$ cat config.mk
export PLATFORM = sky130hd
export DESIGN_NAME = format_markup_tokenizer_core
export DESIGN_NICKNAME = d
export VERILOG_FILES = /design/src/hw/rtl/fmt_pkg.sv /design/src/hw/rtl/fmt_front.sv /design/src/hw/rtl/fmt_fifo.sv /design/src/hw/rtl/fmt_back.sv /design/src/hw/rtl/format_markup_tokenizer_core.sv
export SDC_FILE = /design/constraint.sdc
export NUM_CORES = 1
export LEC_CHECK = 0
export ABC_AREA = 0
export BUFFER_PORTS_ARGS = -buffer_cell sky130_fd_sc_hd__buf_2
export CAP_MARGIN = 15
export CORE_MARGIN = 1
export CORE_UTILIZATION = 45
export CTS_BUF_LIST = sky130_fd_sc_hd__clkbuf_8
export DETAILED_ROUTE_END_ITERATION = 7
export SETUP_SLACK_MARGIN = 0.4
export SKIP_LAST_GASP = 1
export SLEW_MARGIN = 15
export SYNTH_ARGS = -nofsm -noshare
export SYNTH_HDL_FRONTEND = slang
export SYNTH_SLANG_ARGS = --single-unit
$ cat constraint.sdc
create_clock -name clk -period 26.2 [get_ports clk]
set_clock_uncertainty 0.1 [all_clocks]
set_input_delay 5.24 -clock clk [delete_from_list [all_inputs] [get_ports clk]]
set_output_delay 5.24 -clock clk [all_outputs]
set_load 0.01 [all_outputs]
$ cat src/hw/rtl/fmt_pkg.sv
// Shared types and constants for the format markup tokenizer.
// Holds the character classes, the queued item and the result record layout.
// No dependencies; every other file of the block imports this package.
`default_nettype none

package fmt_pkg;

  // Longest string accepted; a byte at this offset or beyond is an error.
  localparam int unsigned MAX_LEN = 65535;

  // Offsets are reported in 16 bits.
  localparam int unsigned POS_W = 16;

  // Queue between the classifier and the tokenizer.
  localparam int unsigned QDEPTH = 4;
  localparam int unsigned QPTR_W = $clog2(QDEPTH);
  localparam int unsigned QCNT_W = QPTR_W + 1;

  // Character codes that steer the parser.
  localparam logic [7:0] CH_LBRACE = 8'h7B;
  localparam logic [7:0] CH_RBRACE = 8'h7D;
  localparam logic [7:0] CH_LBRACK = 8'h5B;
  localparam logic [7:0] CH_RBRACK = 8'h5D;
  localparam logic [7:0] CH_LPAREN = 8'h28;
  localparam logic [7:0] CH_RPAREN = 8'h29;
  localparam logic [7:0] CH_COLON  = 8'h3A;
  localparam logic [7:0] CH_BANG   = 8'h21;

  // Error codes carried in the result record.
  localparam logic [2:0] ERR_NONE   = 3'd0;
  localparam logic [2:0] ERR_CLOSE  = 3'd1;
  localparam logic [2:0] ERR_OPEN   = 3'd2;
  localparam logic [2:0] ERR_NOCONV = 3'd3;
  localparam logic [2:0] ERR_COLON  = 3'd4;
  localparam logic [2:0] ERR_SPEC   = 3'd5;
  localparam logic [2:0] ERR_NAME   = 3'd6;
  localparam logic [2:0] ERR_LONG   = 3'd7;

  // Class of one input byte, worked out by the front end.
  typedef enum logic [2:0] {
    CL_OTHER,
    CL_OPEN,
    CL_CLOSE,
    CL_LBRK,
    CL_RBRK,
    CL_COLON,
    CL_BANG
  } cls_t;

  // One classified byte as it travels through the queue.
  typedef struct packed {
    logic [7:0] ch;
    logic       last;
    cls_t       cls;
  } item_t;

  // One result record.
  typedef struct packed {
    logic [POS_W-1:0] literal_begin;
    logic [POS_W-1:0] literal_end;
    logic             field_present;
    logic [POS_W-1:0] name_begin;
    logic [POS_W-1:0] name_end;
    logic [7:0]       conversion;
    logic [POS_W-1:0] spec_begin;
    logic [POS_W-1:0] spec_end;
    logic             spec_nested;
    logic [2:0]       error;
    logic             end_of_string;
  } record_t;

  // Sort a byte into the class the parser reacts to.
  function automatic cls_t classify(input logic [7:0] c);
    cls_t k;
    k = CL_OTHER;
    if (c == CH_LBRACE) k = CL_OPEN;
    else if (c == CH_RBRACE) k = CL_CLOSE;
    else if (c == CH_LBRACK || c == CH_LPAREN) k = CL_LBRK;
    else if (c == CH_RBRACK || c == CH_RPAREN) k = CL_RBRK;
    else if (c == CH_COLON) k = CL_COLON;
    else if (c == CH_BANG) k = CL_BANG;
    return k;
  endfunction

endpackage

`default_nettype wire

$ cat src/hw/rtl/fmt_front.sv
// Front end of the format markup tokenizer: accepts bytes and classifies them.
// Writes classified items into the queue; depends on fmt_pkg.
`default_nettype none

module fmt_front (
  input  logic          byte_valid,
  output logic          byte_stall,
  input  logic [7:0]    byte_req,
  input  logic          last,
  input  logic          q_full,
  output logic          push,
  output fmt_pkg::item_t wr_item
);
  import fmt_pkg::*;

  // Hold the sender off while the queue has no room.
  assign byte_stall = q_full;
  assign push       = byte_valid && !q_full;

  // Classify the byte on its way into the queue.
  always_comb begin
    wr_item.ch   = byte_req;
    wr_item.last = last;
    wr_item.cls  = classify(byte_req);
  end

endmodule

`default_nettype wire

$ cat src/hw/rtl/fmt_fifo.sv
// Short queue between the classifier and the tokenizer.
// Register based, first in first out; depends on fmt_pkg for depth and item type.
`default_nettype none

module fmt_fifo (
  input  logic           clk,
  input  logic           rst,
  input  logic           push,
  input  fmt_pkg::item_t wr_item,
  output logic           full,
  input  logic           pop,
  output logic           head_valid,
  output fmt_pkg::item_t head_item
);
  import fmt_pkg::*;

  localparam logic [QCNT_W-1:0] QFULL = QCNT_W'(QDEPTH);
  localparam logic [QPTR_W-1:0] QLAST = QPTR_W'(QDEPTH - 1);

  item_t             slots [QDEPTH];
  logic [QPTR_W-1:0] wr_ptr;
  logic [QPTR_W-1:0] rd_ptr;
  logic [QCNT_W-1:0] count;

  assign full       = (count == QFULL);
  assign head_valid = (count != '0);
  assign head_item  = slots[rd_ptr];

  // Pointers and fill count.
  always_ff @(posedge clk) begin
    if (rst) begin
      wr_ptr <= '0;
      rd_ptr <= '0;
      count  <= '0;
    end else begin
      if (push) begin
        wr_ptr <= (wr_ptr == QLAST) ? '0 : wr_ptr + 1'b1;
      end
      if (pop) begin
        rd_ptr <= (rd_ptr == QLAST) ? '0 : rd_ptr + 1'b1;
      end
      if (push && !pop) begin
        count <= count + 1'b1;
      end else if (pop && !push) begin
        count <= count - 1'b1;
      end
    end
  end

  // Item storage.
  always_ff @(posedge clk) begin
    if (push) begin
      slots[wr_ptr] <= wr_item;
    end
  end

  // The queue never holds more than its depth and is never drained when empty.
  a_count_bound: assert property (@(posedge clk) disable iff (rst) count <= QFULL)
    else $error("queue fill count beyond depth");
  a_no_underflow: assert property (@(posedge clk) disable iff (rst)
    !head_valid |=> count == $past(count) + {{(QCNT_W-1){1'b0}}, $past(push)})
    else $error("queue drained while empty");

endmodule

`default_nettype wire

$ cat src/hw/rtl/fmt_back.sv
// Back end of the format markup tokenizer: the parsing state machine and the
// output record register. Takes classified items from the queue; depends on fmt_pkg.
`default_nettype none

module fmt_back (
  input  logic             clk,
  input  logic             rst,
  input  logic             head_valid,
  input  fmt_pkg::item_t   head_item,
  output logic             pop,
  output logic             rec_valid,
  input  logic             rec_stall,
  output fmt_pkg::record_t rec
);
  import fmt_pkg::*;

  typedef enum logic [2:0] {
    PH_LIT,
    PH_OPEN,
    PH_CLOSE,
    PH_NAME,
    PH_CONV,
    PH_CONVX,
    PH_SPEC
  } phase_t;

  typedef struct packed {
    phase_t             phase;
    logic [POS_W-1:0]   position;
    logic [POS_W-1:0]   lit_start;
    logic [POS_W-1:0]   lit_stop;
    logic [POS_W-1:0]   fname_start;
    logic [POS_W-1:0]   name_stop;
    logic [7:0]         conv_char;
    logic [POS_W-1:0]   fspec_start;
    logic               nested_seen;
    logic signed [16:0] bracket_depth;
    logic [16:0]        brace_depth;
    logic               drop_rest;
  } st_t;

  localparam st_t ST_INIT = '0;

  st_t                st;
  st_t                st_next;
  record_t            rec_next;
  logic               fire;
  logic               take;
  logic               fail_en;
  logic [2:0]         fail_code;
  logic               field_en;
  logic               field_spec;
  logic               lit_en;
  logic [POS_W-1:0]   lit_le;
  logic               spec_en;
  logic [POS_W-1:0]   p;
  logic [POS_W-1:0]   p1;
  logic               lst;
  cls_t               cls;
  logic signed [16:0] depth_n;

  // An item is processed whenever the output register is free or being emptied.
  assign take = head_valid && (!rec_valid || !rec_stall);
  assign pop  = take;

  assign p   = st.position;
  assign p1  = st.position + 1'b1;
  assign lst = head_item.last;
  assign cls = head_item.cls;

  // Parsing step for one byte.
  always_comb begin
    st_next    = st;
    rec_next   = '0;
    fire       = 1'b0;
    fail_en    = 1'b0;
    fail_code  = ERR_NONE;
    field_en   = 1'b0;
    field_spec = 1'b0;
    lit_en     = 1'b0;
    lit_le     = '0;
    spec_en    = 1'b0;
    depth_n    = st.bracket_depth;

    if (take) begin
      if (st.drop_rest) begin
        // Skip the remainder of a string that already failed.
        if (lst) st_next = ST_INIT;
      end else if (32'(p) >= MAX_LEN) begin
        fail_en   = 1'b1;
        fail_code = ERR_LONG;
      end else begin
        st_next.position = p1;
        unique case (st.phase) inside
          PH_LIT: begin
            if (cls == CL_OPEN || cls == CL_CLOSE) begin
              if (lst) begin
                fail_en   = 1'b1;
                fail_code = (cls == CL_OPEN) ? ERR_OPEN : ERR_CLOSE;
              end else begin
                st_next.lit_stop = p;
                st_next.phase    = (cls == CL_OPEN) ? PH_OPEN : PH_CLOSE;
              end
            end else if (lst) begin
              lit_en = 1'b1;
              lit_le = p1;
            end
          end
          PH_CLOSE: begin
            if (cls != CL_CLOSE) begin
              fail_en   = 1'b1;
              fail_code = ERR_CLOSE;
            end else begin
              lit_en = 1'b1;
              lit_le = p;
            end
          end
          PH_OPEN, PH_NAME: begin
            if (st.phase == PH_OPEN && cls == CL_OPEN) begin
              // Doubled opening brace: literal text.
              lit_en = 1'b1;
              lit_le = p;
            end else begin
              if (st.phase == PH_OPEN) begin
                st_next.fname_start = p;
                st_next.conv_char   = '0;
                st_next.nested_seen = 1'b0;
                depth_n             = '0;
              end
              st_next.phase = PH_NAME;
              if (cls == CL_LBRK) depth_n = depth_n + 17'sd1;
              else if (cls == CL_RBRK) depth_n = depth_n - 17'sd1;
              st_next.bracket_depth = depth_n;
              // Terminators count only outside brackets.
              if (depth_n == 17'sd0 &&
                  (cls == CL_CLOSE || cls == CL_COLON || cls == CL_BANG)) begin
                st_next.name_stop = p;
                if (cls == CL_CLOSE) begin
                  field_en = 1'b1;
                end else if (cls == CL_COLON) begin
                  spec_en = 1'b1;
                end else if (lst) begin
                  fail_en   = 1'b1;
                  fail_code = ERR_NOCONV;
                end else begin
                  st_next.phase = PH_CONV;
                end
              end else if (lst) begin
                fail_en   = 1'b1;
                fail_code = ERR_NAME;
              end
            end
          end
          PH_CONV: begin
            st_next.conv_char = head_item.ch;
            if (lst) begin
              fail_en   = 1'b1;
              fail_code = ERR_SPEC;
            end else begin
              st_next.phase = PH_CONVX;
            end
          end
          PH_CONVX: begin
            if (cls == CL_CLOSE) begin
              field_en = 1'b1;
            end else if (cls == CL_COLON) begin
              spec_en = 1'b1;
            end else begin
              fail_en   = 1'b1;
              fail_code = ERR_COLON;
            end
          end
          PH_SPEC: begin
            if (cls == CL_OPEN) begin
              st_next.nested_seen = 1'b1;
              st_next.brace_depth = st.brace_depth + 17'd1;
            end else if (cls == CL_CLOSE) begin
              st_next.brace_depth = st.brace_depth - 17'd1;
              if (st_next.brace_depth == '0) begin
                field_en   = 1'b1;
                field_spec = 1'b1;
              end
            end
            if (!field_en && lst) begin
              fail_en   = 1'b1;
              fail_code = ERR_SPEC;
            end
          end
          default: st_next = ST_INIT;
        endcase
      end

      // Start of a format spec after the colon.
      if (spec_en) begin
        if (lst) begin
          fail_en   = 1'b1;
          fail_code = ERR_SPEC;
        end else begin
          st_next.phase       = PH_SPEC;
          st_next.fspec_start = p1;
          st_next.brace_depth = 17'd1;
          st_next.nested_seen = 1'b0;
        end
      end

      // Completed replacement field.
      if (field_en) begin
        fire                   = 1'b1;
        rec_next.literal_begin = st_next.lit_start;
        rec_next.literal_end   = st_next.lit_stop;
        rec_next.field_present = 1'b1;
        rec_next.name_begin    = st_next.fname_start;
        rec_next.name_end      = st_next.name_stop;
        rec_next.conversion    = st_next.conv_char;
        rec_next.spec_begin    = field_spec ? st_next.fspec_start : '0;
        rec_next.spec_end      = field_spec ? p : '0;
        rec_next.spec_nested   = field_spec ? st_next.nested_seen : 1'b0;
        rec_next.end_of_string = lst;
      end

      // Literal-only record.
      if (lit_en) begin
        fire                   = 1'b1;
        rec_next.literal_begin = st_next.lit_start;
        rec_next.literal_end   = lit_le;
        rec_next.end_of_string = lst;
      end

      // After a record the next literal starts past this byte.
      if (field_en || lit_en) begin
        if (lst) begin
          st_next = ST_INIT;
        end else begin
          st_next.phase     = PH_LIT;
          st_next.lit_start = p1;
        end
      end

      // A syntax or length error ends the string with an error record.
      if (fail_en) begin
        fire                   = 1'b1;
        rec_next               = '0;
        rec_next.error         = fail_code;
        rec_next.end_of_string = 1'b1;
        st_next                = ST_INIT;
        st_next.drop_rest      = !lst;
      end
    end
  end

  // Parser state and output record register.
  always_ff @(posedge clk) begin
    if (rst) begin
      st        <= ST_INIT;
      rec_valid <= 1'b0;
    end else begin
      st <= st_next;
      if (take && fire) begin
        rec_valid <= 1'b1;
        rec       <= rec_next;
      end else if (!rec_stall) begin
        rec_valid <= 1'b0;
      end
    end
  end

  // An error record carries nothing but its code and closes the string.
  a_err_record: assert property (@(posedge clk) disable iff (rst)
    rec_valid && rec.error != ERR_NONE |->
      rec.end_of_string && !rec.field_present && rec.literal_end == '0)
    else $error("error record with stray content");
  // While skipping a failed string the parser sits at the start of a string.
  a_drop_state: assert property (@(posedge clk) disable iff (rst)
    st.drop_rest |-> st.phase == PH_LIT && st.position == '0)
    else $error("skip mode with live parser state");
  // A nested spec holds at least its opening brace.
  a_nested_span: assert property (@(posedge clk) disable iff (rst)
    rec_valid && rec.spec_nested |-> rec.field_present && rec.spec_end > rec.spec_begin)
    else $error("nested spec with empty span");
  // Items are only taken from a non-empty queue.
  a_pop_valid: assert property (@(posedge clk) disable iff (rst) pop |-> head_valid)
    else $error("item taken from empty queue");

endmodule

`default_nettype wire

$ cat src/hw/rtl/format_markup_tokenizer_core.sv
// Format markup tokenizer: splits brace-markup format strings into records.
//
// Input channel: byte_valid / byte_stall carry one byte of the string per item
// in byte_req, with last set on its final byte. Output channel: rec_valid /
// rec_stall carry one record per item (literal span, field name span,
// conversion, spec span, nested flag, error code, end_of_string).
// An item moves on a rising edge where valid is high and stall is low.
//
// Throughput is one byte per cycle while no stall holds the output register. A
// byte passes the classifier into a four-entry queue when it is accepted; the
// parser takes it from the queue head and registers any record it causes in
// the output register, where rec_valid rises and the record can be taken.
// Unless stalled, the parser takes one byte per cycle, one state update each.
//
// When the receiver stalls, the record waits in the output register and the
// queue keeps accepting bytes until four are waiting; then byte_stall rises.
// Reset empties the queue, clears the parser state and drops rec_valid; the
// first byte after reset starts a new string at offset zero.
//
// Depends on fmt_pkg, fmt_front, fmt_fifo and fmt_back.
`default_nettype none

module format_markup_tokenizer_core (
  input  logic        clk,
  input  logic        rst,
  input  logic        byte_valid,
  output logic        byte_stall,
  input  logic [7:0]  byte_req,
  input  logic        last,
  output logic        rec_valid,
  input  logic        rec_stall,
  output logic [15:0] literal_begin,
  output logic [15:0] literal_end,
  output logic        field_present,
  output logic [15:0] name_begin,
  output logic [15:0] name_end,
  output logic [7:0]  conversion,
  output logic [15:0] spec_begin,
  output logic [15:0] spec_end,
  output logic        spec_nested,
  output logic [2:0]  error,
  output logic        end_of_string
);
  import fmt_pkg::*;

  logic    q_full;
  logic    push;
  item_t   wr_item;
  logic    pop;
  logic    head_valid;
  item_t   head_item;
  record_t rec;

  // Classifier.
  fmt_front u_front (
    .byte_valid (byte_valid),
    .byte_stall (byte_stall),
    .byte_req   (byte_req),
    .last       (last),
    .q_full     (q_full),
    .push       (push),
    .wr_item    (wr_item)
  );

  // Queue between front and back.
  fmt_fifo u_fifo (
    .clk        (clk),
    .rst        (rst),
    .push       (push),
    .wr_item    (wr_item),
    .full       (q_full),
    .pop        (pop),
    .head_valid (head_valid),
    .head_item  (head_item)
  );

  // Parser and output register.
  fmt_back u_back (
    .clk        (clk),
    .rst        (rst),
    .head_valid (head_valid),
    .head_item  (head_item),
    .pop        (pop),
    .rec_valid  (rec_valid),
    .rec_stall  (rec_stall),
    .rec        (rec)
  );

  // Record fields onto their ports.
  assign literal_begin = rec.literal_begin;
  assign literal_end   = rec.literal_end;
  assign field_present = rec.field_present;
  assign name_begin    = rec.name_begin;
  assign name_end      = rec.name_end;
  assign conversion    = rec.conversion;
  assign spec_begin    = rec.spec_begin;
  assign spec_end      = rec.spec_end;
  assign spec_nested   = rec.spec_nested;
  assign error         = rec.error;
  assign end_of_string = rec.end_of_string;

endmodule

`default_nettype wire
### Word level (Yosys, flattened, before mapping)

Memories as Yosys holds them, arrays and structs flattened. A register that Yosys moved wholly into a read port is not among the register bits.
Index checks and enable logic that the tools add are counted.

* bits in registers: 261
* latch bits: 0
* bits in writable memories: 48
* ROM bits: 0
* input bits: 13
* output and inout bits: 112
* word-level logic and storage cells: 266
* memories kept: 1

Memory list
* u_fifo.slots: depth 4, bits a word 12, rd ports 1, clocked after memory_dff 1, write ports 1, line fmt_fifo.sv:20 `item_t slots [QDEPTH];`

* $add $sub $neg: 9
* multipliers: 0
* div/mod/pow operators: 0
* order comparisons: 1
* eq/ne operators: 25
* shifts and indexed selects: 0
* muxes and demuxes: 159
* bitwise gates (word level): 4
* reductions and logical operators: 40

Operators by type and width (number)
* $mux 143: 5
* $mux 17: 19
* $mux 16: 15
* $mux 108: 1
* $mux 106: 1
* $mux 3: 33
* $pmux 17 s2: 2
* $mux 32: 2
* $pmux 32 s2: 1
* $mux 1: 60
* $pmux 16 s3: 1
* $mux 40: 1
* $logic_not 17->1: 2
* $eq 8x6->1 const B: 4
* $eq 8x7->1 const B: 4
* $pmux 16 s2: 1
* $pmux 8 s3: 1
* $eq 3x3->1 const B: 7
* $mux 18: 1
* $pmux 3 s6: 1
* $add 17x1->17 const B: 1
* $add 17x2->17 const B: 1
* $sub 17x1->17 const B: 1
* $sub 17x2->17 const B: 1
* 30 further kinds: 72

### Longest topological paths before layout

* word-level depth: 29
* depth in mapped cells: 20
* depth with buffers taken out: 14

### Cells and area by module

A second synthesis with hierarchy kept.

* cell total of the unflattened synthesis: 1785
* area, all modules: 16299.4 um2

By module, submodules not included
* fmt_back: instances 1, cells each 1647, area an instance 13913.3 um2, sequential area each 6185.9 um2
* fmt_fifo: instances 1, cells each 106, area an instance 2177.1 um2, sequential area each 1621.6 um2
* fmt_front: instances 1, cells each 32, area an instance 209.0 um2, sequential area each 0.0 um2

### Worst setup path after synthesis

Ideal clock, no wire load.

* path type: input to register
* start: in rec_stall
* end: reg, netlist name u_back.rec[0]
* setup time: 0.580 ns
* arrival time: 10.411 ns
* data required time: 25.520 ns
* setup slack: 15.109 ns
* stages: 5
* buffers on the path: 1
* cells stage by stage: nand2_1 -> and2_1 -> clkbuf_1 -> nand2_1 -> nor2_1

* longest elaborated chain between the ends: 6

RTL lines
* start, declared: line format_markup_tokenizer_core.sv:31 `input logic rec_stall,`
* $logic_not 1->1 *: line fmt_back.sv:63 `assign take = head_valid && (!rec_valid || !rec_stall);`
* $logic_or 1x1->1 *: line fmt_back.sv:63
* $logic_and 1x1->1 *: line fmt_back.sv:63
* $mux 1: line fmt_back.sv:85 `if (take) begin`
* $logic_and 1x1->1 *: line fmt_back.sv:258 `if (take && fire) begin`
* $reduce_and 2->1 (no line) *

Mark *: on every way between the ends. The rest lies on a longest branch, timed or not.
A chain may end at the register's enable or synchronous reset.

### Worst setup path in the final report

* start: in rec_stall
* end: reg, netlist name u_back.rec[21]

* longest elaborated chain between the ends: 6

RTL lines (line)
* $logic_not 1->1 *: fmt_back.sv:63
* $logic_or 1x1->1 *: fmt_back.sv:63
* $logic_and 1x1->1 *: fmt_back.sv:63
* $mux 1: fmt_back.sv:85
* $logic_and 1x1->1 *: fmt_back.sv:258
* $reduce_and 2->1 (no line) *

Marks and branches as above.

==> results.ini <==
[power]
p_leak_nw = 6.319
vdd_drop_max_v = 0.00007849
power.density_mw_per_mm2 = 99.02
combPwrFrac = 0.381
sw_frac_of_total = 0.4129
seqPwrFrac = 0.354
clkPwrFrac = 0.265
internal-power_mw = 1.038
design_power_total_mw = 1.767
power.switching_mw = 0.7298

[routing]
drt-initial-drc-count = 1176
drt-total-wl_um = 45090
met2WireLength_um = 20930
wl_met3_um = 3202
wire_per_inst_um = 20.36
final_antenna_net_count = 0
met1Wirelength_um = 19500
dr.max_layer_used = met4
drc = 0
dr.pass1.iters = 6
vias_per_cell = 6.096
route.vias.total = 13500

[min_path]
hold_start = u_back.st[110]
hp-class = flip-flop to flip-flop

[global_route]
grt_max_degree = 74
antenna_found_initial = 0
overflow = 0
grt_pass1_wl_um = 70510
track_usage = 0.2484
grt_pass1_vias = 12470

[timing]
setup-tns-final_ns = 0
setup_ws_ns = 18.32
max_freq_mhz = 126.9
relSlewSlack = 0.2817
whs_ns = 0.3547
timing.final.max_slew_violations = 0
rsz0062_at_grt = false
min_period_ns = 7.882
min_period_over_period = 0.3008
finalSetupViolCount = 0
final_hold_viol_count = 0
worst_pin_slew_ns = 1.075

[yosys]
synth.top_cell.area_share = 0.2983
syn_area_per_cell_sq_um = 9.553
ys_warn_count = 0
synth_fp_nets = 1691
async_flop_share = 0
yosysSeqAreaShare = 0.4909
yosysUniqueCellTypes = 80
syn-cell-area_sq_mm = 0.01591
ys_seq_elements = 311
netlist_instances = 1665
synth_top_cell_by_area = edfxtp_1
yosys-top-cells-area = edfxtp_1 (30%), dfxtp_1 (19%), nor2_1 (3.9%)
synth_edf_count = 158
yosys_most_used_dff = edfxtp_1

[floorplanning]
rows = 68
die_w_um = 190
dieArea_sq_mm = 0.03610
die_h_um = 190
ios = 125
initial_utilization = 0.4593
core_area_sq_mm = 0.03463

[clock_network]
ctsResizeCount = 0
clk_pin_slew_ns = 0.06
h-tree-depth = 2
clk_path_buf_depth = 3
root_buffer = clkbuf_8
cts.sinks = 311
postCtsSetupBuffers = 0
cts_inserted_buffers = 53
clk-insertion-delay-late_ns = 0.64
cts_tree = done
postCtsHoldBufs = 0

[run_status]
status = finished, final reports clean

[critical_path]
cp_max_fo = 73
cp_data_required_time_ns = 26.36
startpoint = rec_stall
crit_path_end_kind = flip-flop
critical_path_class = input port to flip-flop
r2r_start = u_back.st[142]
cp.arrival_ns = 8.04
start_kind = input port

[job]
cap_violations = 0

[layout]
syn_to_final_growth_pct = 12.22
num-fill-cells = 3224
layout_common_cells = nor2_1 (163), edfxtp_1 (158), dfxtp_1 (153), buf_2 (124), nand2_1 (118)
diodes = 0
drive_gt1_frac = 0.1545
layout_commonest_cell = nor2_1
fin_nets = 1741

[place]
post-dp-hpwl_um = 28990
place.gp.congestion = 0.9100
pre_cts_ws_ns = 17.57
portBuffers = 124

-- cells by family after synthesis --
family,after synthesis,synth area share
adders and majority gates,13,0.01070
AOI/OAI and AO/OA,476,0.2117
muxes,20,0.02132
xor gates and xnor gates,34,0.01872
and+or+nand+nor,618,0.1980
buffers and inverters,193,0.04869
DFF,311,0.4909
-- flip-flops by register name, indices dropped and copies added (netlist names), named ones only --
name              count
u_back.st           127
u_back.rec          110
u_fifo.slots         48
u_back.p             16
u_fifo.count          3
u_fifo.rd_ptr         2
u_fifo.wr_ptr         2
u_back.rec_valid      1
-- layer usage --
| metal | GRT usage | vias up |
|---|---|---|
| met5 | 0 | - |
| met4 | 0.1017 | 0 |
| met1 | 0.3365 | 6456 |
| li1 | - | 6380 |
| met3 | 0.03985 | 94 |
| met2 | 0.3946 | 573 |
-- through the flow --
stage | utilization | cells | instance area (sq um)
after detailed placement | 0.4824 | 2115 | 16710
after floorplan | - | 1665 | 15910
after global routing | 0.5154 | 2215 | 17850
after global placement | 0.4824 | 2115 | 16710
final | 0.5154 | 2215 | 17850
after CTS | 0.5154 | 2215 | 17850
-- worst paths after layout --
path | end | slack (ns) | depth (start not counted)
hold reg to reg | u_back.st[110] | 0.35 | 1
setup / recovery | u_back.rec[21] | 18.32 | 7
hold / removal | u_back.st[110] | 0.35 | 1
setup reg to reg | u_back.rec[21] | 19.14 | 16
-- worst max-delay path, stage by stage --
cell	delay, ns
buf_2	0.09
nand2_1	0.12
and2_1	0.14
buf_4	0.43
nand2_1	0.20
nor2_4	0.84
buf_4	0.85
-- synthesized netlist by cell type (5+ instances only) --
master and count:
or2_2 6, a31oi_1 20, a22oi_1 62, o21a_1 18, and3_1 42, o2111a_1 6
xor2_1 18, nor3_1 44, nor3b_1 6, nor2_1 165, a211oi_1 12, mux4_2 11
a21o_1 15, a31o_2 5, nand3b_1 6, edfxtp_1 158, buf_1 9, a21oi_1 91
o21bai_1 5, a32o_1 35, nand2_1 118, a22o_1 28, a21boi_0 8, mux2i_1 8
nand2b_1 5, o22a_1 5, o211ai_1 6, a221oi_1 10, buf_2 10, nand3_1 62
o22ai_1 22, nor4_1 45, inv_1 35, o31ai_1 10, or3_1 9, buf_4 8
and2_1 34, clkbuf_1 130, nor2b_1 22, dfxtp_1 153, ha_1 12, o2bb2ai_1 19
nand4_1 23, xnor2_1 16, o21ai_0 73
-- power groups by stage --
stage	registers [mW]	logic [mW]	clock network (mW)
after floorplan	0.654	0.449	0
after global placement	0.635	0.660	0
after detailed placement	0.636	0.665	0
after CTS	0.627	0.666	0.479
after global routing	0.632	0.727	0.499
final	0.625	0.674	0.468
-- area by class of cell --
type | instances | area, sq um | area share
clock buffers | 62 | 853.3 | 0.04781
clock inverters | 38 | 289.0 | 0.01619
multi-input cells | 1161 | 7360 | 0.4123
repair buffers | 153 | 838.3 | 0.04697
well taps | 455 | 569.3 | 0.03190
inverters | 35 | 131.4 | 0.007361
flip-flops and latches | 311 | 7807 | 0.4374
Power figures use the tool's default switching activity.
